**src/rtl/dfs_pkg.sv**
```systemverilog
// ----------------------------------------------------------------------------
// Depth-first traversal package
// Shared sizes, codes and structs of the depth-first traversal block.
// ----------------------------------------------------------------------------
package dfs_pkg;

    // Capacity of the adjacency store
    localparam int MAX_VERTICES = 32;
    localparam int MAX_ARCS     = 1024;

    // Derived internal widths
    localparam int VIDX_W = $clog2(MAX_VERTICES);
    localparam int VCNT_W = $clog2(MAX_VERTICES + 1);
    localparam int AIDX_W = $clog2(MAX_ARCS);
    localparam int ACNT_W = $clog2(MAX_ARCS + 1);
    localparam int LIM_W  = 2 * VCNT_W;
    localparam int CMP_W  = (LIM_W > ACNT_W) ? LIM_W : ACNT_W;

    // Fixed field widths of the channels
    localparam int ACTION_W = 2;
    localparam int SYMBOL_W = 8;
    localparam int TARGET_W = 5;
    localparam int VERTEX_W = 5;
    localparam int COUNT_W  = 6;
    localparam int KIND_W   = 2;

    typedef enum logic [ACTION_W-1:0] {
        ACT_ADD_VERTEX = 2'd0,
        ACT_ADD_ARC    = 2'd1,
        ACT_START      = 2'd2,
        ACT_CLEAR      = 2'd3
    } t_action;

    typedef enum logic [KIND_W-1:0] {
        KIND_DIR_GRAPH   = 2'd0,
        KIND_DIR_NET     = 2'd1,
        KIND_UNDIR_GRAPH = 2'd2,
        KIND_UNDIR_NET   = 2'd3
    } t_kind;

    // One result item
    typedef struct packed {
        logic                is_visit;
        logic [VERTEX_W-1:0] vertex_index;
        logic [SYMBOL_W-1:0] symbol_out;
        logic                tree_root;
        logic [COUNT_W-1:0]  tree_count;
        logic                count_error;
        logic                last;
    } t_result;

    // Walk stack command and status
    typedef struct packed {
        logic              clear;
        logic              push;
        logic              pop;
        logic              upd;
        logic [VIDX_W-1:0] vtx;
        logic [ACNT_W-1:0] ptr;
    } t_stk_cmd;

    typedef struct packed {
        logic              empty;
        logic [VIDX_W-1:0] top_vtx;
        logic [ACNT_W-1:0] top_ptr;
    } t_stk_stat;

    // Memory port requests
    typedef struct packed {
        logic                we;
        logic [VIDX_W-1:0]   waddr;
        logic [SYMBOL_W-1:0] wdata;
        logic                re;
        logic [VIDX_W-1:0]   raddr;
    } t_sym_req;

    typedef struct packed {
        logic              we;
        logic [VIDX_W-1:0] waddr;
        logic [ACNT_W-1:0] wdata;
        logic              re;
        logic [VIDX_W-1:0] raddr;
    } t_end_req;

    typedef struct packed {
        logic                we;
        logic [AIDX_W-1:0]   waddr;
        logic [TARGET_W-1:0] wdata;
        logic                re;
        logic [AIDX_W-1:0]   raddr;
    } t_arc_req;

endpackage

```
**src/rtl/dfs_if.sv**
```systemverilog
// ----------------------------------------------------------------------------
// Depth-first traversal channels
// Valid/ready channel interfaces for configuration, load items and results.
// ----------------------------------------------------------------------------

// Configuration write channel
interface dfs_cfg_if;
    logic                         valid;
    logic                         ready;
    logic [dfs_pkg::KIND_W-1:0]   graph_kind;

    modport source (output valid, output graph_kind, input ready);
    modport sink   (input valid, input graph_kind, output ready);
endinterface

// Load and start item channel
interface dfs_in_if;
    logic                         valid;
    logic                         ready;
    logic [dfs_pkg::ACTION_W-1:0] action;
    logic [dfs_pkg::SYMBOL_W-1:0] vertex_symbol;
    logic [dfs_pkg::TARGET_W-1:0] arc_target;

    modport source (output valid, output action, output vertex_symbol,
                    output arc_target, input ready);
    modport sink   (input valid, input action, input vertex_symbol,
                    input arc_target, output ready);
endinterface

// Result item channel
interface dfs_out_if;
    logic                         valid;
    logic                         ready;
    logic                         is_visit;
    logic [dfs_pkg::VERTEX_W-1:0] vertex_index;
    logic [dfs_pkg::SYMBOL_W-1:0] symbol_out;
    logic                         tree_root;
    logic [dfs_pkg::COUNT_W-1:0]  tree_count;
    logic                         count_error;
    logic                         last;

    modport source (output valid, output is_visit, output vertex_index,
                    output symbol_out, output tree_root, output tree_count,
                    output count_error, output last, input ready);
    modport sink   (input valid, input is_visit, input vertex_index,
                    input symbol_out, input tree_root, input tree_count,
                    input count_error, input last, output ready);
endinterface

```
**src/rtl/dfs_seq.sv**
```systemverilog
// ----------------------------------------------------------------------------
// Traversal sequencer
// Loads the adjacency store and steps the depth-first walk arc by arc.
// ----------------------------------------------------------------------------
module dfs_seq (
    input  logic               i_clk,
    input  logic               i_rst_n,
    dfs_cfg_if.sink            i_cfg,
    dfs_in_if.sink             i_in,
    dfs_out_if.source          o_out,
    output dfs_pkg::t_stk_cmd  o_stk_cmd,
    input  dfs_pkg::t_stk_stat i_stk_stat,
    output dfs_pkg::t_sym_req  o_sym_req,
    input  logic [dfs_pkg::SYMBOL_W-1:0] i_sym_rdata,
    output dfs_pkg::t_end_req  o_end_req,
    input  logic [dfs_pkg::ACNT_W-1:0]   i_end_rdata,
    output dfs_pkg::t_arc_req  o_arc_req,
    input  logic [dfs_pkg::TARGET_W-1:0] i_arc_rdata
);

    localparam int NV  = dfs_pkg::MAX_VERTICES;
    localparam int VW  = dfs_pkg::VIDX_W;
    localparam int VCW = dfs_pkg::VCNT_W;
    localparam int AW  = dfs_pkg::AIDX_W;
    localparam int ACW = dfs_pkg::ACNT_W;
    localparam int LW  = dfs_pkg::LIM_W;
    localparam int CPW = dfs_pkg::CMP_W;
    localparam int OVW = dfs_pkg::VERTEX_W;
    localparam int OCW = dfs_pkg::COUNT_W;

    typedef enum logic [7:0] {
        S_IDLE  = 8'b0000_0001,
        S_LIMIT = 8'b0000_0010,
        S_CHECK = 8'b0000_0100,
        S_ROOT  = 8'b0000_1000,
        S_VIS   = 8'b0001_0000,
        S_TOP   = 8'b0010_0000,
        S_ARC   = 8'b0100_0000,
        S_FINAL = 8'b1000_0000
    } t_state;

    t_state            r_state, n_state;
    dfs_pkg::t_kind    r_kind;
    logic [VCW-1:0]    r_vtot, n_vtot;
    logic [ACW-1:0]    r_atot, n_atot;
    logic              r_ovf, n_ovf;
    logic [NV-1:0]     r_visited, n_visited;
    logic [VCW-1:0]    r_trees, n_trees;
    logic [VCW-1:0]    r_root, n_root;
    logic [VW-1:0]     r_v, n_v;
    logic              r_is_root, n_is_root;
    logic [LW-1:0]     r_lim, n_lim;
    logic              r_lim_err, n_lim_err;
    dfs_pkg::t_result  r_out, n_out;
    logic              r_out_valid;
    logic              out_load;
    logic              out_free;

    logic [VCW-1:0]    vlast;
    logic [ACW-1:0]    atot_inc;
    logic [LW-1:0]     prod;
    logic [VW-1:0]     root_idx;
    logic [VW-1:0]     w_idx;
    logic [ACW-1:0]    arc_ptr;
    logic [VW-1:0]     vis_begin_addr;
    logic              undirected;
    dfs_pkg::t_action  act;

    assign vlast      = r_vtot - 1'b1;
    assign atot_inc   = r_atot + 1'b1;
    assign prod       = LW'(r_vtot) * LW'(vlast);
    assign root_idx   = r_root[VW-1:0];
    assign w_idx      = VW'(i_arc_rdata);
    assign arc_ptr    = i_stk_stat.top_ptr;
    assign undirected = (r_kind == dfs_pkg::KIND_UNDIR_GRAPH) ||
                        (r_kind == dfs_pkg::KIND_UNDIR_NET);
    assign act        = dfs_pkg::t_action'(i_in.action);
    assign out_free   = !r_out_valid || o_out.ready;

    assign i_in.ready  = (r_state == S_IDLE);
    assign i_cfg.ready = 1'b1;

    // Sequencer next state, store writes and memory reads
    always_comb begin
        n_state   = r_state;
        n_vtot    = r_vtot;
        n_atot    = r_atot;
        n_ovf     = r_ovf;
        n_visited = r_visited;
        n_trees   = r_trees;
        n_root    = r_root;
        n_v       = r_v;
        n_is_root = r_is_root;
        n_lim     = r_lim;
        n_lim_err = r_lim_err;
        n_out     = r_out;
        out_load  = 1'b0;
        vis_begin_addr = '0;
        o_stk_cmd = '0;
        o_sym_req = '0;
        o_end_req = '0;
        o_arc_req = '0;

        unique case (r_state)
            S_IDLE: begin
                if (i_in.valid) begin
                    unique case (act)
                        dfs_pkg::ACT_ADD_VERTEX: begin
                            if (32'(r_vtot) < NV) begin
                                o_sym_req.we    = 1'b1;
                                o_sym_req.waddr = r_vtot[VW-1:0];
                                o_sym_req.wdata = i_in.vertex_symbol;
                                o_end_req.we    = 1'b1;
                                o_end_req.waddr = r_vtot[VW-1:0];
                                o_end_req.wdata = r_atot;
                                n_vtot          = r_vtot + 1'b1;
                            end else begin
                                n_ovf = 1'b1;
                            end
                        end
                        dfs_pkg::ACT_ADD_ARC: begin
                            if (r_vtot != '0) begin
                                if (32'(r_atot) < dfs_pkg::MAX_ARCS) begin
                                    o_arc_req.we    = 1'b1;
                                    o_arc_req.waddr = r_atot[AW-1:0];
                                    o_arc_req.wdata = i_in.arc_target;
                                    o_end_req.we    = 1'b1;
                                    o_end_req.waddr = vlast[VW-1:0];
                                    o_end_req.wdata = atot_inc;
                                    n_atot          = atot_inc;
                                end else begin
                                    n_ovf = 1'b1;
                                end
                            end
                        end
                        dfs_pkg::ACT_START: begin
                            n_state = S_LIMIT;
                        end
                        dfs_pkg::ACT_CLEAR: begin
                            n_vtot = '0;
                            n_atot = '0;
                            n_ovf  = 1'b0;
                        end
                        default: begin
                            n_state = S_IDLE;
                        end
                    endcase
                end
            end

            // Arc limit n*(n-1), halved for the undirected kinds
            S_LIMIT: begin
                if (r_vtot == '0) begin
                    n_lim = '0;
                end else if (undirected) begin
                    n_lim = prod >> 1;
                end else begin
                    n_lim = prod;
                end
                n_state = S_CHECK;
            end

            S_CHECK: begin
                if (CPW'(r_atot) > CPW'(r_lim)) begin
                    n_lim_err = 1'b1;
                    n_state   = S_FINAL;
                end else begin
                    n_lim_err       = 1'b0;
                    n_visited       = '0;
                    n_trees         = '0;
                    n_root          = '0;
                    o_stk_cmd.clear = 1'b1;
                    n_state         = S_ROOT;
                end
            end

            // Scan for the next unvisited root in index order
            S_ROOT: begin
                if (r_root == r_vtot) begin
                    n_state = S_FINAL;
                end else if (r_visited[root_idx]) begin
                    n_root = r_root + 1'b1;
                end else begin
                    n_trees         = r_trees + 1'b1;
                    n_v             = root_idx;
                    n_is_root       = 1'b1;
                    vis_begin_addr  = root_idx - 1'b1;
                    o_sym_req.re    = 1'b1;
                    o_sym_req.raddr = root_idx;
                    o_end_req.re    = 1'b1;
                    o_end_req.raddr = vis_begin_addr;
                    n_state         = S_VIS;
                end
            end

            // Report the vertex and push it with its first arc
            S_VIS: begin
                if (out_free) begin
                    out_load           = 1'b1;
                    n_out              = '0;
                    n_out.is_visit     = 1'b1;
                    n_out.vertex_index = OVW'(r_v);
                    n_out.symbol_out   = i_sym_rdata;
                    n_out.tree_root    = r_is_root;
                    n_visited[r_v]     = 1'b1;
                    o_stk_cmd.push     = 1'b1;
                    o_stk_cmd.vtx      = r_v;
                    o_stk_cmd.ptr      = (r_v == '0) ? '0 : i_end_rdata;
                    n_state            = S_TOP;
                end
            end

            // Fetch the top vertex's arc end and the next arc target
            S_TOP: begin
                if (i_stk_stat.empty) begin
                    n_state = S_ROOT;
                end else begin
                    o_end_req.re    = 1'b1;
                    o_end_req.raddr = i_stk_stat.top_vtx;
                    o_arc_req.re    = 1'b1;
                    o_arc_req.raddr = arc_ptr[AW-1:0];
                    n_state         = S_ARC;
                end
            end

            // Follow one arc, or retire the top vertex when its arcs are done
            S_ARC: begin
                if ((arc_ptr >= i_end_rdata) || (32'(arc_ptr) >= dfs_pkg::MAX_ARCS)) begin
                    o_stk_cmd.pop = 1'b1;
                    n_state       = S_TOP;
                end else begin
                    o_stk_cmd.upd = 1'b1;
                    o_stk_cmd.ptr = arc_ptr + 1'b1;
                    if ((32'(i_arc_rdata) < 32'(r_vtot)) && !r_visited[w_idx]) begin
                        n_v             = w_idx;
                        n_is_root       = 1'b0;
                        vis_begin_addr  = w_idx - 1'b1;
                        o_sym_req.re    = 1'b1;
                        o_sym_req.raddr = w_idx;
                        o_end_req.re    = 1'b1;
                        o_end_req.raddr = vis_begin_addr;
                        n_state         = S_VIS;
                    end else begin
                        n_state = S_TOP;
                    end
                end
            end

            // Closing item: tree count with the load overflow flag, or the arc limit error
            S_FINAL: begin
                if (out_free) begin
                    out_load          = 1'b1;
                    n_out             = '0;
                    n_out.tree_count  = r_lim_err ? '0 : OCW'(r_trees);
                    n_out.count_error = r_lim_err | r_ovf;
                    n_out.last        = 1'b1;
                    n_state           = S_IDLE;
                end
            end

            default: begin
                n_state = S_IDLE;
            end
        endcase
    end

    // Control registers
    always_ff @(posedge i_clk) begin
        if (!i_rst_n) begin
            r_state     <= S_IDLE;
            r_kind      <= dfs_pkg::KIND_UNDIR_GRAPH;
            r_vtot      <= '0;
            r_atot      <= '0;
            r_ovf       <= 1'b0;
            r_visited   <= '0;
            r_trees     <= '0;
            r_root      <= '0;
            r_lim_err   <= 1'b0;
            r_out_valid <= 1'b0;
        end else begin
            r_state   <= n_state;
            r_vtot    <= n_vtot;
            r_atot    <= n_atot;
            r_ovf     <= n_ovf;
            r_visited <= n_visited;
            r_trees   <= n_trees;
            r_root    <= n_root;
            r_lim_err <= n_lim_err;
            if (i_cfg.valid) begin
                r_kind <= dfs_pkg::t_kind'(i_cfg.graph_kind);
            end
            if (out_load) begin
                r_out_valid <= 1'b1;
            end else if (o_out.ready) begin
                r_out_valid <= 1'b0;
            end
        end
    end

    // Payload registers
    always_ff @(posedge i_clk) begin
        r_v       <= n_v;
        r_is_root <= n_is_root;
        r_lim     <= n_lim;
        r_out     <= n_out;
    end

    assign o_out.valid        = r_out_valid;
    assign o_out.is_visit     = r_out.is_visit;
    assign o_out.vertex_index = r_out.vertex_index;
    assign o_out.symbol_out   = r_out.symbol_out;
    assign o_out.tree_root    = r_out.tree_root;
    assign o_out.tree_count   = r_out.tree_count;
    assign o_out.count_error  = r_out.count_error;
    assign o_out.last         = r_out.last;

    // An arc is only examined while some vertex is open.
    a_arc_has_top: assert property (@(posedge i_clk) disable iff (!i_rst_n)
        (r_state == S_ARC) |-> !i_stk_stat.empty)
        else $error("arc step with an empty walk stack");

    // No vertex is reported twice in one walk.
    a_visit_once: assert property (@(posedge i_clk) disable iff (!i_rst_n)
        (r_state == S_VIS) |-> !r_visited[r_v])
        else $error("vertex visited a second time");

    // The root scan never runs past the loaded vertices.
    a_root_range: assert property (@(posedge i_clk) disable iff (!i_rst_n)
        (r_state == S_ROOT) |-> (r_root <= r_vtot))
        else $error("root scan beyond the vertex total");

endmodule

```
**src/flat_wrapper.sv**
```systemverilog
// flat-port wrapper written by rule: the top's interface ports become plain ports
module dfs_seq_flat 
  (i_clk, i_rst_n, o_stk_cmd, i_stk_stat, o_sym_req, i_sym_rdata, o_end_req, i_end_rdata, o_arc_req, i_arc_rdata, i_cfg_valid, i_cfg_graph_kind, i_cfg_ready, i_in_valid, i_in_action, i_in_vertex_symbol, i_in_arc_target, i_in_ready, o_out_valid, o_out_is_visit, o_out_vertex_index, o_out_symbol_out, o_out_tree_root, o_out_tree_count, o_out_count_error, o_out_last, o_out_ready);
  dfs_cfg_if i_cfg_i ();
  dfs_in_if i_in_i ();
  dfs_out_if o_out_i ();
  input  logic i_clk;
  input  logic i_rst_n;
  output dfs_pkg::t_stk_cmd o_stk_cmd;
  input  dfs_pkg::t_stk_stat i_stk_stat;
  output dfs_pkg::t_sym_req o_sym_req;
  input  logic [dfs_pkg::SYMBOL_W-1:0] i_sym_rdata;
  output dfs_pkg::t_end_req o_end_req;
  input  logic [dfs_pkg::ACNT_W-1:0] i_end_rdata;
  output dfs_pkg::t_arc_req o_arc_req;
  input  logic [dfs_pkg::TARGET_W-1:0] i_arc_rdata;
  input wire logic [$bits(i_cfg_i.valid)-1:0] i_cfg_valid;
  input wire logic [$bits(i_cfg_i.graph_kind)-1:0] i_cfg_graph_kind;
  output wire logic [$bits(i_cfg_i.ready)-1:0] i_cfg_ready;
  input wire logic [$bits(i_in_i.valid)-1:0] i_in_valid;
  input wire logic [$bits(i_in_i.action)-1:0] i_in_action;
  input wire logic [$bits(i_in_i.vertex_symbol)-1:0] i_in_vertex_symbol;
  input wire logic [$bits(i_in_i.arc_target)-1:0] i_in_arc_target;
  output wire logic [$bits(i_in_i.ready)-1:0] i_in_ready;
  output wire logic [$bits(o_out_i.valid)-1:0] o_out_valid;
  output wire logic [$bits(o_out_i.is_visit)-1:0] o_out_is_visit;
  output wire logic [$bits(o_out_i.vertex_index)-1:0] o_out_vertex_index;
  output wire logic [$bits(o_out_i.symbol_out)-1:0] o_out_symbol_out;
  output wire logic [$bits(o_out_i.tree_root)-1:0] o_out_tree_root;
  output wire logic [$bits(o_out_i.tree_count)-1:0] o_out_tree_count;
  output wire logic [$bits(o_out_i.count_error)-1:0] o_out_count_error;
  output wire logic [$bits(o_out_i.last)-1:0] o_out_last;
  input wire logic [$bits(o_out_i.ready)-1:0] o_out_ready;
  assign i_cfg_i.valid = i_cfg_valid;
  assign i_cfg_i.graph_kind = i_cfg_graph_kind;
  assign i_cfg_ready = i_cfg_i.ready;
  assign i_in_i.valid = i_in_valid;
  assign i_in_i.action = i_in_action;
  assign i_in_i.vertex_symbol = i_in_vertex_symbol;
  assign i_in_i.arc_target = i_in_arc_target;
  assign i_in_ready = i_in_i.ready;
  assign o_out_valid = o_out_i.valid;
  assign o_out_is_visit = o_out_i.is_visit;
  assign o_out_vertex_index = o_out_i.vertex_index;
  assign o_out_symbol_out = o_out_i.symbol_out;
  assign o_out_tree_root = o_out_i.tree_root;
  assign o_out_tree_count = o_out_i.tree_count;
  assign o_out_count_error = o_out_i.count_error;
  assign o_out_last = o_out_i.last;
  assign o_out_i.ready = o_out_ready;
  dfs_seq u_core (.i_clk(i_clk), .i_rst_n(i_rst_n), .i_cfg(i_cfg_i), .i_in(i_in_i), .o_out(o_out_i), .o_stk_cmd(o_stk_cmd), .i_stk_stat(i_stk_stat), .o_sym_req(o_sym_req), .i_sym_rdata(i_sym_rdata), .o_end_req(o_end_req), .i_end_rdata(i_end_rdata), .o_arc_req(o_arc_req), .i_arc_rdata(i_arc_rdata));
endmodule
```
**config.mk**
```make
export PLATFORM = sky130hd
export DESIGN_NAME = dfs_seq_flat
export DESIGN_NICKNAME = d
export VERILOG_FILES = /design/src/rtl/dfs_pkg.sv /design/src/rtl/dfs_if.sv /design/src/rtl/dfs_seq.sv /design/src/flat_wrapper.sv
export SDC_FILE = /design/constraint.sdc
export NUM_CORES = 1
export LEC_CHECK = 0
export BUFFER_PORTS_ARGS = -buffer_cell sky130_fd_sc_hd__buf_2
export CAP_MARGIN = 5
export CORE_UTILIZATION = 40
export DETAILED_ROUTE_END_ITERATION = 10
export MAX_ROUTING_LAYER = met4
export SLEW_MARGIN = 40
export SYNTH_ARGS = -nofsm -noshare
export SYNTH_HDL_FRONTEND = slang
export SYNTH_SLANG_ARGS = --single-unit
```
**constraint.sdc**
```tcl
create_clock -name i_clk -period 13.1 [get_ports i_clk]
set_input_delay 2.62 -clock i_clk [delete_from_list [all_inputs] [get_ports i_clk]]
set_output_delay 2.62 -clock i_clk [all_outputs]
set_load 0.005 [all_outputs]
```
; ---- Word level (Yosys, flattened, before mapping)
; Cells that the tools add are included.
[op_classes]
n_mul = 1
reduce_logical = 30
magnitude_cmp = 10
n_eq_ne = 30
n_bitwise = 2
n_addsub = 8
mux = 95
[op_table]
columns = operator, count
row1 = $mux 6, 18
row2 = $mux 16, 6
row3 = $mux 17, 5
row4 = $mux 11, 7
row5 = $mux 32, 2
row6 = $pmux 32 s2, 1
row7 = $pmux 8 s8, 1
row8 = $mux 14, 4
row9 = $mux 8, 7
row10 = $pmux 6 s2, 4
row11 = $mux 23, 2
row12 = $pmux 23 s2, 1
row13 = $pmux 11 s2, 2
row14 = $pmux 17 s2, 1
row15 = $or 32x32->32, 1
row16 = $mux 5, 5
row17 = $add 11x1->11 const B, 2
row18 = $mux 1, 20
row19 = $add 6x1->6 const B, 3
row20 = $lt 5x6->1 const B, 3
row21 = $pmux 6 s3, 1
row22 = $ne 2x1->1 const B, 8
row23 = $reduce_and 5->1, 3
row24 = $ne 2x2->1 const B, 7
row25 = other kinds (43), 62
[totals]
input_bits = 63
word_cells = 197
ff_bits = 115

; ---- Logic depth before layout (Yosys ltp)
; Gate-level depths: netlist of run 1.
[logic_depth]
depth_word = 7
mapped_depth = 19
ltp_nobuf = 18

; ---- Worst setup path after synthesis of run 1
; OpenSTA, ideal clock, no wires.
[synth_path]
path_type = in2out
start = input port i_arc_rdata[0] (netlist name)
end = output port o_end_req[0] (netlist name)
t_required_ps = 10480
arrival_time_ps = 4440
stages = 9
path_buffers = 2
slack_ps = 6040
cell_sequence = buf_2 -> buf_2 -> mux2i_1 -> a22oi_1 -> nand4_1 -> o311ai_1 -> nor4_1 -> inv_2 -> o221ai_2
[synth_lines]
columns = item, line_no
row1 = "start, declared", flat_wrapper.sv:16  ; input logic [dfs_pkg::TARGET_W-1:0] i_arc_rdata;
row2 = "end, declared", flat_wrapper.sv:13  ; output dfs_pkg::t_end_req o_end_req;

==> flow_summary_export.csv, run 1 <==
group,metric,value,unit
run_status,status,"completed",
sta,hold_viol,0,
sta,whs,0.462,ns
placed_design,portBuffers,176,
synth,synthSimpleGateAreaFrac,24.3,%
routing,drtIter0Drc,452,
synth,syn_avg_cell_area,8.62,um2
critical_path,crit_type,"primary input to output port",
synth,synthXorXnorAreaFrac,3.84,%
cts,clkTransAtPathRegs,0.06,ns
floorplanning,die-area,21700,um2
cts,cts.sinks,114,
cts,root_buffer,"clkbuf_16",
routing,wl_met1,10.5,mm
routing,highest_layer,"met4",
synth,synthTopCellsByArea,"dfxtp_1 17%, edfxtp_1 15%, ha_1 9.0%",
synth,async_reset_ff_share,0,%
synth,synthAdderAreaFrac,12.8,%
routing,dr_wl_met3,1.06,mm
global_route,globalRouteOverflowTotal,0,
power,p_leak,0.00458,uW
critical_path,path_delay_family,"compound AO/OA/AOI/OAI gates",
power,power_density,88.1,nW/um2
routing,via_count,7337,
critical_path,r2r-start,"u_core.r_vtot[0]",
layout,filler_cell_count,2040,
synth,synthMuxAreaShare,5.01,%
routing,dr_wl_met2,10.6,mm
sta,maxSlewViolCount,0,
global_route,grt_pass1_wl,35.2,mm
sta,worstMarginPinSlew,0.840,ns
synth,netlist.area_leader.share,17.3,%
floorplanning,rows,52,
synth,syn-instance-count,980,
layout,stdcell_count,1410,
power,total_power,883,uW
critical_path,critical_path.startpoint,"i_stk_stat[0]",
layout,layout-drive-gt1-share,22.8,%
critical_path,startpoint_type,"primary input",
cts,cts_tree,"done",
sta,rsz0062_at_grt,"false",
synth,netlist_area,8450,um2
synth,syn_nets,1120,
synth,yosysSeqAreaShare,31.9,%
cts,cts_resized,0,
floorplanning,start_util,41.2,%
synth,synth-compound-area-share,15.7,%
cts,clk_latency,0.42,ns
synth,yosys_most_used_dff,"dfxtp_1",
placed_design,dp_hpwl,16.6,mm
sta,fmax,128,MHz
layout,syn_to_final_growth,18.7,%
global_route,grt_start_max_net_pins,35,
synth,synth_top_family_by_area,"simple AND/OR/NAND/NOR gates",
critical_path,crit_path_cell_trace,"buf_2 -> inv_1 -> ha_1 -> nand2b_1 -> a211o_1 -> a21oi_1 -> o21ai_1 -> nor4_1 -> inv_2 -> o221ai_2 -> buf_2",
layout,utilization,48.9,%
routing,drtAntennaViolNets,0,
layout,n_antenna_cell,0,
sta,finalCritPeriodShare,59.5,%
floorplanning,core,20500,um2
routing,post_drt_wl_per_cell,15.8,um
sta,setup_tns,0,ns
routing,first_pass_iters,5,
sta,skew,0.00933,ns
synth,synth-edff-count,41,
routing,drc,0,
worst_hold_path,hold_class,"flop to flop",
routing,routed_via_density,5.20,
cts,clk_path_buf_depth,2,
critical_path,required,10.48,ns
critical_path,end_kind,"output port",
layout,nets,1267,
critical_path,crit_arrival,5.18,ns
global_route,grt_antenna_before_repair,0,
placed_design,place_inst,1378,
floorplanning,ioPinCount,179,
cts,post_cts_buffers,0,
sta,setup_violations,0,
cts,cts_hold_buf,0,
floorplanning,die_height,147,um
sta,relSlewSlack,44.0,%
synth,synth_top_cell_by_area,"dfxtp_1",
critical_path,path_buf_inv,4,
placed_design,gp_congestion,0.855,
cts,cts_max_level,4,
synth,ys_types,86,
synth,synth_warnings,0,
worst_hold_path,hp-start,"u_core.r_visited[15]",
floorplanning,die_w,147,um
global_route,grt_pass1_vias,6882,
critical_path,crit_top_cell,"buf_2",
critical_path,slowest_delay,0.64,ns
power,ir_drop,0.0948,mV
critical_path,critPathSlowestCell,"nor4_1",
global_route,grt_use_total,21.2,%
routing,routed_wl,22.2,mm
flow_run,cap_violations,0,
sta,period_needed,7.80,ns
critical_path,cp_max_fo,10,
cts,numCtsBuffers,17,
synth,ys_seq_elements,114,
where the power goes:
group / switching [uW] / internal, uW
Combinational: 55.2 / 35.8
Sequential: 4.67 / 369
Clock: 177 / 242
Total: 237 / 647
worst paths after layout:
path                                to  slack, ns  depth (start not counted)
setup / recovery          o_end_req[0]       5.30                         11
hold / removal    u_core.r_visited[15]       0.46                          2
setup reg to reg       u_core.r_lim[9]       8.00                         16
hold reg to reg   u_core.r_visited[15]       0.46                          2
cells in the mapped netlist (all sizes together) (17+ instances only):
cell type / instances
a21oi: 30
and2: 63
and3: 17
buf: 17
clkbuf: 34
dfxtp: 73
edfxtp: 41
ha: 61
inv: 81
nand2: 83
nand3: 22
nor2: 121
nor2b: 19
nor3: 18
o21a: 20
o21ai: 61
xnor2: 24
state kept, by name, indices dropped and copies added (netlist names), 5 cells and up:
signal,flops
u_core.o_out.symbol_out,8
u_core.o_out.tree_count,6
u_core.o_out.vertex_index,5
u_core.r_atot,11
u_core.r_lim,12
u_core.r_root,6
u_core.r_state,8
u_core.r_trees,6
u_core.r_v,5
u_core.r_visited,32
u_core.r_vtot,6
cell type report:
cell class | instances | area [um2] | share of cell area [%]
repair buffers | 179 | 911 | 9.08
clock buffers | 17 | 425 | 4.24
clock inverters | 15 | 110 | 1.10
well taps | 270 | 338 | 3.37
flip-flops and latches | 114 | 2700 | 26.9
multi-input cells | 733 | 5240 | 52.3
inverters | 82 | 308 | 3.07
per-stage QoR:
step,setup slack [ns],area [um2]
CTS,5.31,10000
finish,5.30,10000
global placement,5.34,9460
floorplan,6.04,8450
detailed placement,5.33,9480
global route,5.11,10000
layout by cell type (no fill, tap or decap), types with 29 or more instances in the layout:
master    synthesis  layout
buf_2            11     176
nor2_1          118     117
nand2_1          82      82
inv_1            80      80
dfxtp_1          73      71
and2_1           63      63
ha_1             61      61
edfxtp_1         41      41
o21ai_1          34      34
a21oi_1          30      29
layer usage:
| metal | GRT usage, % | up-vias |
|---|---|---|
| li1 | - | 3685 |
| met5 | - | - |
| met2 | 34.0 | 203 |
| met1 | 28.0 | 3437 |
| met3 | 3.82 | 12 |
| met4 | 4.33 | 0 |
worst register-to-register path: stages (launching register included):
cell and delay [ns]:
dfxtp_1 0.62, inv_1 0.28, ha_1 0.31, nand3_1 0.09, ha_1 0.29, nand2b_1 0.19
fa_1 0.50, fa_1 0.52, fa_1 0.54, inv_1 0.04, ha_1 0.32, a21oi_1 0.23
o21bai_1 0.11, a2111o_1 0.45, a21o_1 0.19, nand3_1 0.08, a21oi_1 0.07
cell families (layout without fill, tap and decap cells):
| logic type | Yosys count | after routing |
|---|---|---|
| buf+inv | 133 | 293 |
| compound gates | 192 | 192 |
| simple gates | 397 | 397 |
| xor+xnor | 37 | 37 |
| fa+ha+maj | 77 | 77 |
| mux | 29 | 29 |
| flops | 114 | 114 |
| other cells | 1 | 1 |
Power figures use the tool's default switching activity.
==> run 2, diff against run 1 <==
--- a/config.mk
+++ b/config.mk
@@ -5,6 +5,7 @@
 export SDC_FILE = /design/constraint.sdc
 export NUM_CORES = 1
 export LEC_CHECK = 0
+export ABC_AREA = 1
 export BUFFER_PORTS_ARGS = -buffer_cell sky130_fd_sc_hd__buf_2
 export CAP_MARGIN = 5
 export CORE_UTILIZATION = 40
==> constraint.sdc (replaced) <==
create_clock -name i_clk -period 8 [get_ports i_clk]
set_input_delay 1.6 -clock i_clk [delete_from_list [all_inputs] [get_ports i_clk]]
set_output_delay 1.6 -clock i_clk [all_outputs]
set_load 0.005 [all_outputs]
==> run 2 against run 1 <==
Die area grew 2.5%. Flip-flop and latch count is the same. Largest cell class unchanged. Total power grew 71%. Worst hold slack gained 0.0024 ns. Sequential share of layout area shrank 0.63 points. Design area grew 2.3%. Setup slack lost 2.9 ns. Synthesized area grew 2.6%.
==> flow_summary_export.csv, run 2 <==
group,metric,value,unit
run_status,status,"completed",
routing,drc,0,
placed_design,portBuffers,176,
layout,nets,1529,
synth,yosys.cell_count.top_type,"inv_1",
synth,yosysSeqAreaShare,31.1,%
synth,syn_avg_cell_area,7.06,um2
power,p_sw,420,uW
synth,synthTopCellsByArea,"dfxtp_1 17%, edfxtp_1 14%, inv_1 9.2%",
sta,setup_tns,0,ns
global_route,grt_start_max_net_pins,33,
layout,reg_top3,"u_core.r_visited x32, u_core.r_lim x12, u_core.r_atot x11",
cts,cts_tree,"done",
power,power_frac_clock,48.7,%
routing,via_count,8514,
synth,yosys_most_used_dff,"dfxtp_1",
cts,numCtsBuffers,17,
cts,cts.sinks,114,
power,seqPwrFrac,40.5,%
synth,async_reset_ff_share,0,%
flow_run,cap_violations,0,
cts,cts_resized,0,
synth,netlist.area_leader.share,16.9,%
synth,syn_nets,1367,
routing,routed_via_density,5.08,
cts,cts_max_level,4,
cts,clk_path_buf_depth,2,
critical_path,cp_max_fo,8,
critical_path,end_kind,"output port",
sta,rsz0062_at_grt,"false",
power,switching_share,27.9,%
power,ir_drop,0.0983,mV
power,p_leak,0.00498,uW
cts,post_cts_buffers,0,
routing,post_drt_wl_per_cell,15.3,um
power,p_int,1090,uW
synth,ys_seq_elements,114,
routing,first_pass_iters,5,
critical_path,crit_arrival,4.05,ns
synth,synth_top_cell_by_area,"dfxtp_1",
critical_path,startpoint_type,"primary input",
power,pwr-share-comb,10.7,%
synth,syn-instance-count,1227,
sta,period_needed,5.65,ns
routing,drtAntennaViolNets,0,
synth,netlist_area,8660,um2
synth,synth_commonest_cells,"213 x inv_1, 206 x nand2_1, 156 x nor2_1, 110 x nand3_1, 97 x a21oi_1",
worst_hold_path,hold_class,"flop to flop",
floorplanning,rows,53,
placed_design,dp_hpwl,19.2,mm
sta,fmax,177,MHz
floorplanning,ioPinCount,179,
floorplanning,die-area,22300,um2
sta,maxSlewViolCount,0,
sta,worstMarginPinSlew,0.826,ns
layout,top_register,"u_core.r_visited",
sta,setup_violations,0,
sta,skew,0.0110,ns
cts,root_buffer,"clkbuf_16",
cts,clk_latency,0.43,ns
floorplanning,core,21200,um2
floorplanning,die_height,149,um
global_route,grt_antenna_before_repair,0,
sta,relSlewSlack,44.7,%
layout,layout-drive-gt1-share,18.6,%
layout,layout_common_cells,"213 x inv_1, 206 x nand2_1, 176 x buf_2, 156 x nor2_1, 110 x nand3_1",
critical_path,crit_type,"primary input to output port",
routing,drtIter0Drc,642,
layout,syn_to_final_growth,18.4,%
power,power_density,147,nW/um2
layout,largest_reg_flops,32,
routing,routed_wl,25.6,mm
global_route,grt_pass1_vias,8039,
synth,ys_types,51,
global_route,grt_pass1_wl,41.2,mm
critical_path,required,6.40,ns
floorplanning,start_util,41.0,%
global_route,globalRouteOverflowTotal,0,
cts,cts_hold_buf,0,
layout,layout_commonest_cell,"inv_1",
placed_design,gp_congestion,0.908,
sta,hold_viol,0,
cts,clkTransAtPathRegs,0.06,ns
floorplanning,die_w,149,um
synth,synth-edff-count,41,
layout,utilization,48.5,%
layout,filler_cell_count,2159,
layout,n_antenna_cell,0,
synth,synth_warnings,0,
sta,finalCritPeriodShare,70.6,%
global_route,grt_use_total,24.2,%
## run 2: cell types whose count changed after synthesis, sizes merged, moves of 22 or more
cell | before | now
clkbuf | 34 | 9
nand3 | 22 | 113
nor2 | 121 | 166
and2 | 63 | 1
nand2 | 83 | 211
o21ai | 61 | 39
inv | 81 | 233
a21oi | 30 | 98
## run 2: metrics by stage
step | instance area, um2 | setup slack (ns) | power, uW | hold slack (ns) | std cells
3_3_place_gp | 9700 | 2.36 | 783 | 0.456 | 1645
6_report | 10300 | 2.35 | 1510 | 0.464 | 1677
3_5_place_dp | 9700 | 2.38 | 784 | 0.456 | 1645
2_1_floorplan | 8660 | 3.32 | 728 | 0.437 | 1227
4_1_cts | 10300 | 2.37 | 1510 | 0.465 | 1677
5_1_grt | 10300 | 2.22 | 1560 | 0.487 | 1677
## run 2: worst paths after layout
kind | depth (start not counted) | from | endpoint | slack, ns
worst min register to register | 2 | u_core.r_trees[5] | u_core.r_trees[5] | 0.46
worst min-delay path | 2 | u_core.r_trees[5] | u_core.r_trees[5] | 0.46
worst max register to register | 17 | u_core.r_vtot[0] | u_core.r_lim[7] | 3.03
worst max-delay path | 14 | i_stk_stat[5] | o_stk_cmd[0] | 2.35
## run 2: power groups by stage
| stage | Clock [uW] | Combinational (uW) | Sequential [uW] |
|---|---|---|---|
| final | 735 | 162 | 611 |
| after CTS | 736 | 162 | 610 |
| after detailed placement | 0 | 162 | 623 |
| after global routing | 764 | 184 | 611 |
| after floorplan | 0 | 108 | 620 |
| after global placement | 0 | 160 | 623 |
## run 2: final cells by class
cell class,instances,area [um2],area share (%)
Tap cell,275,344,3.35
Inverter,235,885,8.62
Clock inverter,15,133,1.29
Multi-Input combinational cell,840,4860,47.4
Timing Repair Buffer,181,918,8.95
Clock buffer,17,425,4.15
Sequential cell,114,2690,26.2
## run 2: logic make-up (layout without fill, tap and decap cells)
| group | count (synthesis) | count (layout) | synth area share [%] |
|---|---|---|---|
| simple gates | 545 | 545 | 28.0 |
| buf+inv | 273 | 448 | 13.0 |
| compound gates | 181 | 181 | 11.7 |
| flops | 114 | 114 | 31.1 |
| fa+ha+maj | 77 | 77 | 12.5 |
| xor+xnor | 36 | 36 | 3.64 |
| other cells | 1 | 1 | 0.0433 |
## run 2: worst max-delay path: stages
cell	delay, ns
buf_2	0.18
ha_1	0.35
nand2_1	0.07
inv_1	0.04
nand2_1	0.05
nand2_1	0.05
nand2_1	0.05
nand4_1	0.08
nor2_1	0.25
inv_1	0.16
nor2_1	0.49
inv_1	0.32
o21ai_0	0.21
buf_2	0.14
## run 2: routing by layer
metal / global-route usage, % / part of all wire [%] / vias to the layer above
met1: 31.4 / 46 / 3906
met3: 3.55 / 5.9 / 33
met5: - / 0 / -
met4: 7.19 / 1.6 / 0
li1: - / - / 4293
met2: 39.0 / 46 / 282
==> run 3, diff against run 2 <==
==> constraint.sdc (replaced) <==
create_clock -name i_clk -period 5.5 [get_ports i_clk]
set_input_delay 1.1 -clock i_clk [delete_from_list [all_inputs] [get_ports i_clk]]
set_output_delay 1.1 -clock i_clk [all_outputs]
set_load 0.005 [all_outputs]
==> run 3 against run 2 <==
Final cell count is 0.24% higher. Die area stayed put. Sequential power is 45% higher. Core utilization is 0.28 points higher. Count of clock-buffer cells in the layout stayed put. Global-route usage is 0.16 points lower. Setup slack worse by 1.8 ns. Sequential share of layout area is 0.15 points lower. Largest power group unchanged.
==> flow_summary_export.csv, run 3 (same netlist as run 2, synthesis figures left out) <==
group,metric,value,unit
power,p_sw,598,uW
critical_path,crit_type,"flop to flop",
critical_path,cp_max_fo,11,
sta,skew,0.0134,ns
floorplanning,core,21200,um2
layout,nets,1533,
floorplanning,rows,53,
routing,routed_wl,25.2,mm
critical_path,crit_arrival,5.08,ns
global_route,globalRouteOverflowTotal,0,
floorplanning,die_height,149,um
floorplanning,ioPinCount,179,
critical_path,crit_path_cell_trace,"inv_2 -> ha_1 -> nand3_1 -> ha_1 -> or2_2 -> fa_1 -> fa_1 -> fa_1 -> inv_1 -> ha_1 -> a21oi_1 -> nand2_1 -> a21oi_1 -> nor2_1 -> nor2_1 -> xor2_1 -> o22ai_1",
power,pwr-share-comb,10.5,%
placed_design,dp_hpwl,19.2,mm
power,power_density,216,nW/um2
cts,clkTransAtPathRegs,0.06,ns
layout,layout_common_cells,"213 x inv_1, 206 x nand2_1, 176 x buf_2, 156 x nor2_1, 110 x nand3_1",
placed_design,gp_congestion,0.885,
sta,worstMarginPinSlew,0.870,ns
sta,setup_violations,0,
layout,largest_reg_flops,32,
global_route,grt_antenna_before_repair,0,
placed_design,portBuffers,176,
routing,post_drt_wl_per_cell,15.0,um
power,seqPwrFrac,39.9,%
cts,numCtsBuffers,17,
layout,layout_commonest_cell,"inv_1",
power,power_frac_clock,49.6,%
cts,root_buffer,"clkbuf_16",
cts,clk_latency,0.43,ns
layout,top_register,"u_core.r_visited",
sta,period_needed,4.92,ns
cts,clk_path_buf_depth,2,
layout,layout-drive-gt1-share,18.8,%
global_route,grt_start_max_net_pins,33,
sta,relSlewSlack,41.8,%
routing,drtAntennaViolNets,0,
cts,cts_resized,0,
routing,routed_via_density,5.05,
sta,maxSlewViolCount,0,
sta,hold_viol,0,
cts,post_cts_buffers,0,
critical_path,required,5.66,ns
flow_run,cap_violations,0,
layout,syn_to_final_growth,19.1,%
cts,cts_max_level,4,
cts,cts_hold_buf,0,
routing,drc,0,
global_route,grt_pass1_vias,8142,
power,ir_drop,0.161,mV
global_route,grt_pass1_wl,40.9,mm
routing,first_pass_iters,5,
sta,finalCritPeriodShare,89.5,%
power,p_leak,0.00501,uW
power,p_int,1630,uW
layout,filler_cell_count,2192,
critical_path,startpoint_type,"flop",
run_status,status,"completed",
layout,reg_top3,"u_core.r_visited x32, u_core.r_lim x12, u_core.r_atot x11",
worst_hold_path,hold_class,"flop to flop",
cts,cts.sinks,114,
critical_path,end_kind,"flop",
cts,cts_tree,"done",
global_route,grt_use_total,24.1,%
routing,drtIter0Drc,510,
layout,n_antenna_cell,0,
critical_path,critPathSlowestCell,"dfxtp_1",
floorplanning,die-area,22300,um2
sta,rsz0062_at_grt,"false",
critical_path,slowest_delay,0.59,ns
sta,setup_tns,0,ns
floorplanning,die_w,149,um
sta,fmax,203,MHz
floorplanning,start_util,41.0,%
routing,via_count,8490,
power,switching_share,26.9,%
power,total_power,2230,uW
==> run 3: cell types whose count changed in the layout (fill, tap and decap cells not counted) <==
cell,change
clkinv_2,-2
clkinvlp_4,-2
clkinv_1,+1
clkinv_4,+4
inv_8,+1
inv_6,-3
buf_4,+4
bufinv_16,+1
==> run 3: power groups by stage <==
| stage | logic (uW) | registers (uW) | clock network, uW |
|---|---|---|---|
| after floorplan | 157 | 902 | 0 |
| after global placement | 232 | 906 | 0 |
| after detailed placement | 234 | 906 | 0 |
| after CTS | 235 | 888 | 1110 |
| after global routing | 266 | 888 | 1150 |
| final | 234 | 888 | 1100 |
==> run 3: final timing paths <==
| check | slack (ns) | cells past startpoint | startpoint | endpoint |
|---|---|---|---|---|
| hold reg to reg | 0.46 | 2 | u_core.r_trees[5] | u_core.r_trees[5] |
| hold / removal | 0.46 | 2 | u_core.r_trees[5] | u_core.r_trees[5] |
| setup / recovery | 0.58 | 17 | u_core.r_vtot[0] | u_core.r_lim[8] |
| setup reg to reg | 0.58 | 17 | u_core.r_vtot[0] | u_core.r_lim[8] |
==> run 3: critical path, delay by kind of cell, from the launching register on <==
kind / cells / cell delay (ns)
flip-flops: 1 / 0.59
AO/OA/AOI/OAI: 3 / 0.40
AND/OR/NAND/NOR: 5 / 0.70
XOR/XNOR: 1 / 0.21
adder cells (fa/ha/maj): 6 / 2.49
buffers and inverters: 2 / 0.24
==> run 3: metal layers <==
layer / GRT usage (%) / part of all wire, % / wire length, um / up-vias
met5: - / 0 / 0 / -
met4: 7.81 / 2.3 / 586 / 0
met3: 3.82 / 5.2 / 1320 / 39
met2: 38.4 / 46 / 11600 / 242
met1: 31.0 / 47 / 11800 / 3911
li1: - / - / - / 4298
==> run 3: final cells by class <==
type                       instances  area (um2)  area share [%]
multi-input combinational        840        4860            47.1
sequential                       114        2690            26.1
timing repair buffer             185         948            9.19
inverter                         235         885            8.57
clock buffer                      17         425            4.12
tap                              275         344            3.33
clock inverter                    15         161            1.56
==> run 3: per-stage QoR <==
stage	setup slack, ns	instances	util, %	instance area, um2	hold slack [ns]
6_report	0.580	1681	48.8	10300	0.462
5_1_grt	0.294	1681	48.8	10300	0.485
4_1_cts	0.579	1681	48.8	10300	0.466
3_5_place_dp	0.591	1649	46.0	9730	0.456
3_3_place_gp	0.642	1649	46.0	9730	0.455
2_1_floorplan	1.07	1227	-	8660	0.437
